===== src/rtl/tfn_sqrt_pipe.sv =====
// ----------------------------------------------------------------------------
// tfn_sqrt_pipe: pipelined integer square root
// One result bit per stage; returns the floor root and the remainder.
// ----------------------------------------------------------------------------
module tfn_sqrt_pipe #(
	parameter int SW     = 62,
	parameter int RTW    = 31,
	parameter int SIDE_W = 1
) (
	input  logic              clk,
	input  logic              arst_n,
	input  logic              en,
	input  logic              in_vld,
	input  logic [SW-1:0]     in_s,
	input  logic [SIDE_W-1:0] in_side,
	output logic              out_vld,
	output logic [RTW-1:0]    out_root,
	output logic [SW-1:0]     out_rem,
	output logic [SIDE_W-1:0] out_side
);

	logic [SW-1:0]     rem_s  [0:RTW];
	logic [SW-1:0]     root_s [0:RTW];
	logic [SIDE_W-1:0] side_s [0:RTW];
	logic              vld_s  [0:RTW];

	assign rem_s[0]  = in_s;
	assign root_s[0] = '0;
	assign side_s[0] = in_side;
	assign vld_s[0]  = in_vld;

	for (genvar k = 0; k < RTW; k++) begin : g_step
		localparam logic [SW-1:0] BIT = SW'(1) << (2 * (RTW - 1 - k));
		logic [SW-1:0] trial;
		logic [SW-1:0] rem_nx;
		logic [SW-1:0] root_nx;

		always_comb begin
			trial = root_s[k] + BIT;
			if (rem_s[k] >= trial) begin
				rem_nx  = rem_s[k] - trial;
				root_nx = (root_s[k] >> 1) + BIT;
			end else begin
				rem_nx  = rem_s[k];
				root_nx = root_s[k] >> 1;
			end
		end

		always_ff @(posedge clk or negedge arst_n) begin
			if (!arst_n) begin
				vld_s[k+1] <= 1'b0;
			end else if (en) begin
				vld_s[k+1] <= vld_s[k];
			end
		end

		always_ff @(posedge clk) begin
			if (en) begin
				rem_s[k+1]  <= rem_nx;
				root_s[k+1] <= root_nx;
				side_s[k+1] <= side_s[k];
			end
		end
	end

	assign out_vld  = vld_s[RTW];
	assign out_root = root_s[RTW][RTW-1:0];
	assign out_rem  = rem_s[RTW];
	assign out_side = side_s[RTW];

endmodule


===== config.mk =====
export PLATFORM = sky130hd
export DESIGN_NAME = tfn_sqrt_pipe
export DESIGN_NICKNAME = d
export VERILOG_FILES = /design/src/rtl/tfn_sqrt_pipe.sv
export SDC_FILE = /design/constraint.sdc
export NUM_CORES = 2
export LEC_CHECK = 0
export BUFFER_PORTS_ARGS = -buffer_cell sky130_fd_sc_hd__buf_2
export CAP_MARGIN = 15
export CORE_MARGIN = 4
export CORE_UTILIZATION = 45
export CTS_BUF_LIST = sky130_fd_sc_hd__clkbuf_8
export DETAILED_ROUTE_END_ITERATION = 16
export PLACE_DENSITY_LB_ADDON = 0.12
export RECOVER_POWER = 25
export SETUP_SLACK_MARGIN = 0.3
export SYNTH_ARGS = -nofsm -noshare
export SYNTH_HDL_FRONTEND = slang
export SYNTH_SLANG_ARGS = --single-unit

===== constraint.sdc =====
create_clock -name clk -period 4.05 [get_ports clk]
set_input_delay 0.6075 -clock clk [delete_from_list [all_inputs] [get_ports clk]]
set_output_delay 0.6075 -clock clk [all_outputs]
set_load 0.1 [all_outputs]

## Word-level counts from Yosys, hierarchy flattened

Cells that the tools add are included.

- $add $sub $neg: 91
- Order comparisons: 31
- Muxes and demuxes: 62

Operators by type and width:

| cell | count |
|---|---|
| 62-bit two-way mux | 31 |
| 62-bit greater-or-equal comparator | 30 |
| 62-bit subtractor | 30 |
| 61-bit two-way mux | 30 |
| 61-bit by 11-bit adder with 62-bit output, second input constant | 1 |
| 61-bit by 13-bit adder with 62-bit output, second input constant | 1 |
| 61-bit by 15-bit adder with 62-bit output, second input constant | 1 |
| 61-bit by 17-bit adder with 62-bit output, second input constant | 1 |
| 61-bit by 19-bit adder with 62-bit output, second input constant | 1 |
| 61-bit by 21-bit adder with 62-bit output, second input constant | 1 |
| 61-bit by 23-bit adder with 62-bit output, second input constant | 1 |
| 61-bit by 25-bit adder with 62-bit output, second input constant | 1 |
| 61-bit by 27-bit adder with 62-bit output, second input constant | 1 |
| 61-bit by 29-bit adder with 62-bit output, second input constant | 1 |
| 61-bit by 3-bit adder with 62-bit output, second input constant | 1 |
| 61-bit by 31-bit adder with 62-bit output, second input constant | 1 |
| 61-bit by 33-bit adder with 62-bit output, second input constant | 1 |
| 61-bit by 35-bit adder with 62-bit output, second input constant | 1 |
| 61-bit by 37-bit adder with 62-bit output, second input constant | 1 |
| 61-bit by 39-bit adder with 62-bit output, second input constant | 1 |
| 61-bit by 41-bit adder with 62-bit output, second input constant | 1 |
| 61-bit by 43-bit adder with 62-bit output, second input constant | 1 |
| 61-bit by 45-bit adder with 62-bit output, second input constant | 1 |
| 61-bit by 47-bit adder with 62-bit output, second input constant | 1 |
| other kinds (43) | 43 |

- Register bits after elaboration: 3,875
- Input port bits: 67
- Output and inout port bits: 95
- Logic and storage cells: 337

## Logic depth before layout (Yosys ltp)

- Depth in word-level cells: 3
- Gate-level depth with buffers: 14
- Mapped depth without buffers: 12

## Worst setup path after synthesis

Ideal clock, no wire load.

- Kind: register -> register
- From: register rem_s[404] (netlist name)
- To: register rem_s[365] (netlist name) (data pin)
- Library setup time: 0.258 ns
- Data arrival time: 3.216 ns
- Required time: 3.792 ns
- Slack: 0.577 ns
- Stages on the path, launching flop included: 12
- Buffers on the path: 1
- Path through: edfxtp_1 -> ha_1 -> buf_2 -> nand3_2 -> or4_1 -> or4_1 -> o311a_1 -> and4_4 -> a21oi_4 -> nand3_2 -> or4_1 -> xnor2_1

- Word-level cells in the longest chain between the ends: 2

Ends and longest elaborated chain:

| what | RTL line | RTL |
|---|---|---|
| from (decl) | 22 | `logic [SW-1:0] rem_s [0:RTW];` |
| from (signal, indexed assignment) | 59 | `rem_s[k+1] <= rem_nx;` |
| 62-bit subtractor or 62-bit greater-or-equal comparator (tied branches) | 41, 40 |  |
| 62-bit two-way mux * | 40 | `if (rem_s[k] >= trial) begin` |
| net g_step[25].rem_nx[55] | 35 | `logic [SW-1:0] rem_nx;` |

Mark *: on every way through the listed nets, which the timed path passes. The rest lies on a longest branch.
A chain may end at the register's enable or synchronous reset.

## Final worst setup path

- From: register rem_s[204] (netlist name)
- To: register rem_s[168] (netlist name) (data pin)

- Word-level cells in the longest chain between the ends: 2

Ends and longest elaborated chain:

| what | RTL line |
|---|---|
| 62-bit subtractor or 62-bit greater-or-equal comparator (tied branches) | 41, 40 |
| 62-bit two-way mux * | 40 |
| net g_step[28].rem_nx[44] | 35 |

Marks and branches as above.

==> flow_metrics.env <==
export IMPL_ant_nets=0
export IMPL_yosys_warnings=0
export IMPL_final_nets=10900
export IMPL_min_to="side_s[30]"
export IMPL_start_kind="register"
export IMPL_hold_path_startpoint="in_side"
export IMPL_finalHoldViolCount=0
export IMPL_start_util_pct=45.2
export IMPL_grt_max_degree=121
export IMPL_rsz0062_at_grt="yes"
export IMPL_layout_area_seq_um2=74300
export IMPL_grt_pass1_vias=77700
export IMPL_place_inst=13300
export IMPL_grt_ovfl_total=0
export IMPL_cts_buffers=415
export IMPL_relSlewSlack_pct=-8.07
export IMPL_row_count=189
export IMPL_wl_mm=307
export IMPL_h_tree_depth=5
export IMPL_r2r_cells=11
export IMPL_cts_tree="yes"
export IMPL_wl_per_cell_um=21.8
export IMPL_drtIter0Drc=6125
export IMPL_antenna_found_initial=14
export IMPL_layout_drive_gt1_share_pct=11.5
export IMPL_critical_path_class="register to register"
export IMPL_r2r_end="rem_s[168]"
export IMPL_die_h_um=524
export IMPL_powerDensity_nw_per_um2=555
export IMPL_setup_worst_path_end_class="register"
export IMPL_cp_max_fo=9
export IMPL_drcViolationCount=0
export IMPL_die_area_um2=274000
export IMPL_syn_avg_cell_area_um2=12.5
export IMPL_synth_main_ff_cell="edfxtp_1"
export IMPL_grt_usage_pct=22.0
export IMPL_crit_path_max_incr_delay_ns=0.57
export IMPL_clockBufferDepth=4
export IMPL_synth_seq_cells=2480
export IMPL_hold_class="input port to register"
export IMPL_viasPerCell=5.54
export IMPL_first_pass_iters=5
export IMPL_violations="capacitance limit, slew limit"
export IMPL_maxSlewViolCount=32
export IMPL_die_w_um=524
export IMPL_synth_edf_count=2449
export IMPL_synth_area_top_cells="edfxtp_1 61%, ha_1 5.5%, xnor2_1 3.4%, xor2_1 3.0%, a21oi_1 2.4%"
export IMPL_synthesis_area_um2=120000
export IMPL_syn2layout_area_growth_pct=13.3
export IMPL_nFillCells=23100
export IMPL_synthTopCellsByCount="2,449 x edfxtp_1, 669 x nor2_1, 653 x inv_1"
export IMPL_multiInputGateArea_um2=42600
export IMPL_rrSetupSlack_ns=0.32
export IMPL_async_flop_share_pct=1.25
export IMPL_vias=78300
export IMPL_path_clk_slew_ns=0.07
export IMPL_fin_crit_ns=3.73
export IMPL_yosysUniqueCellTypes=99
export IMPL_grt_first_pass_wirelength_mm=467
export IMPL_cp_slowest_cell="or4_1"
export IMPL_crit_chain="ha_1 > nand4_1 > or2_2 > or4_1 > nor3_2 > nor4_2 > o31ai_1 > nor2_4 > buf_4 > nor4b_1 > xor2_1"
export IMPL_worstHoldPathCells=2
export IMPL_yosysMostFrequentCell="edfxtp_1"
export IMPL_dpl_cell_area_um2=126000
export IMPL_root_buffer="clkbuf_8"
export IMPL_clk_latency_ns=1.12
export IMPL_dp_slack_ns=-0.952
export IMPL_maxCapViolCount=1
export IMPL_arrival_ns=4.45
export IMPL_synth_seq_area_share_pct=62.1
export IMPL_irDropWorstVdd_v=0.000356
export IMPL_gp_congestion=0.934
export IMPL_final_cell_count_no_fill=14100
export IMPL_fin_skew_ns=0.166
export IMPL_core_area_um2=265000
export IMPL_p_leak_uw=0.0513
export IMPL_finalSetupViolCount=0
export IMPL_crit_required_ns=4.77
export IMPL_io_pins=162
export IMPL_status="complete, but fails checks"
export IMPL_dp_hpwl_mm=232
export IMPL_yosys_area_top_type_share_pct=61.4
export IMPL_worst_slack_ns=0.315
export IMPL_fmax_mhz=268
export IMPL_port_buffers=161
export IMPL_synth_top_cell_by_area="edfxtp_1"
export IMPL_r2r_start="rem_s[204]"
export IMPL_clock_sinks=2480
export IMPL_synthCells=9603
export IMPL_synth_nets=10200
export IMPL_post_route_period_util_pct=92.2
export IMPL_final_area_um2=136000
export IMPL_worstMarginPinSlew_ns=1.62
==> cells in the final DEF (no fill, tap or decap), types with 53 or more instances in the layout <==
cell type,synthesis,layout
a211oi_1,57,53
a21o_1,225,225
a21oi_1,586,582
buf_2,33,108
buf_4,64,239
clkbuf_8,0,421
clkinv_1,0,113
clkinv_2,0,57
dlygate4sd3_1,0,67
edfxtp_1,2449,2449
ha_1,527,507
inv_1,653,766
mux2_2,112,112
nand2_1,616,612
nand2b_1,109,108
nand3_1,186,181
nand4_1,149,149
nor2_1,669,665
nor2b_1,79,78
nor3_1,259,252
nor4_1,312,291
o21a_1,93,92
o21ai_0,437,430
or3_1,86,82
or4_1,79,72
xnor2_1,466,466
xor2_1,412,412
==> layout make-up <==
| type | instances | share of cell area, % |
|---|---|---|
| clock buffer | 421 | 4.27 |
| tap | 3533 | 3.26 |
| inverter | 657 | 1.82 |
| multi-input combinational | 6200 | 31.4 |
| antenna | 8 | 0.0148 |
| clock inverter | 329 | 1.46 |
| sequential | 2480 | 54.8 |
| timing repair buffer | 509 | 2.98 |
==> metrics by stage <==
| stage | total power [uW] | hold slack, ns | TNS, ns | utilization (%) |
|---|---|---|---|---|
| 2_1_floorplan | 47800 | 0.312 | 0 | - |
| 3_3_place_gp | 54000 | 0.401 | -24.73 | 47.6 |
| 3_5_place_dp | 54000 | 0.406 | -27.15 | 47.6 |
| 4_1_cts | 75800 | 0.0797 | 0 | 50.9 |
| 5_1_grt | 79500 | 0.122 | 0 | 51.2 |
| 6_report | 75300 | 0.221 | 0 | 51.2 |
==> cells by family after synthesis <==
family	Yosys count	synth area share, %
flops	2480	62.1
compound gates	1800	9.36
xor+xnor	878	6.42
fa+ha+maj	527	5.51
buf+inv	923	3.13
simple gates	2872	12.4
mux	123	1.15
==> routing by layer <==
| metal | vias to the layer above | GRT usage [%] | wire [um] |
|---|---|---|---|
| met5 | - | 0 | 0 |
| met1 | 38300 | 29.7 | 134000 |
| met2 | 2141 | 37.1 | 149000 |
| met4 | 0 | 5.88 | 7950 |
| met3 | 505 | 3.21 | 16500 |
| li1 | 37300 | - | - |
==> timing repair <==
| item | CTS | global route |
|---|---|---|
| hold buffers | 67 | 0 |
| setup buffers | 9 | 18 |
| setup endpoints to repair | 192 | 325 |
| gates resized for setup | 45 | 102 |
| pin swaps | 12 | 17 |
| hold endpoints to repair | 115 | 0 |
==> worst max path at each step <==
stage,from,endpoint,slack (ns)
detailed placement,rem_s[660],rem_s[616],-0.95
finish,rem_s[204],rem_s[168],0.32
CTS,rem_s[658],rem_s[616],0.27
global placement,rem_s[660],rem_s[616],-0.94
global route,rem_s[204],rem_s[168],0.23
floorplan,rem_s[404],rem_s[365],0.58
==> state kept, by name, indices dropped and copies added (netlist names) <==
signal and cells:
out_root 31, out_vld 1, root_s 465, vld_s 30
out_rem 62, out_side 1, side_s 30, rem_s 1860
==> critical path: cells and delay by family (launching register included) <==
kind                       cells  cell delay (ns)
AOI/OAI and AO/OA              1             0.20
xor gates and xnor gates       1             0.13
adders and majority gates      1             0.48
buffers and inverters          1             0.20
DFF                            1             0.41
and+or+nand+nor                7             1.99
==> power breakdown <==
part | internal (uW) | switching, uW | leakage, uW | total (uW)
Sequential | 32700 | 2940 | 0.0240 | 35700
Combinational | 7230 | 11300 | 0.0230 | 18600
Clock | 10800 | 10300 | 0.00439 | 21100
Note: power is estimated with default switching activity, not from simulation.
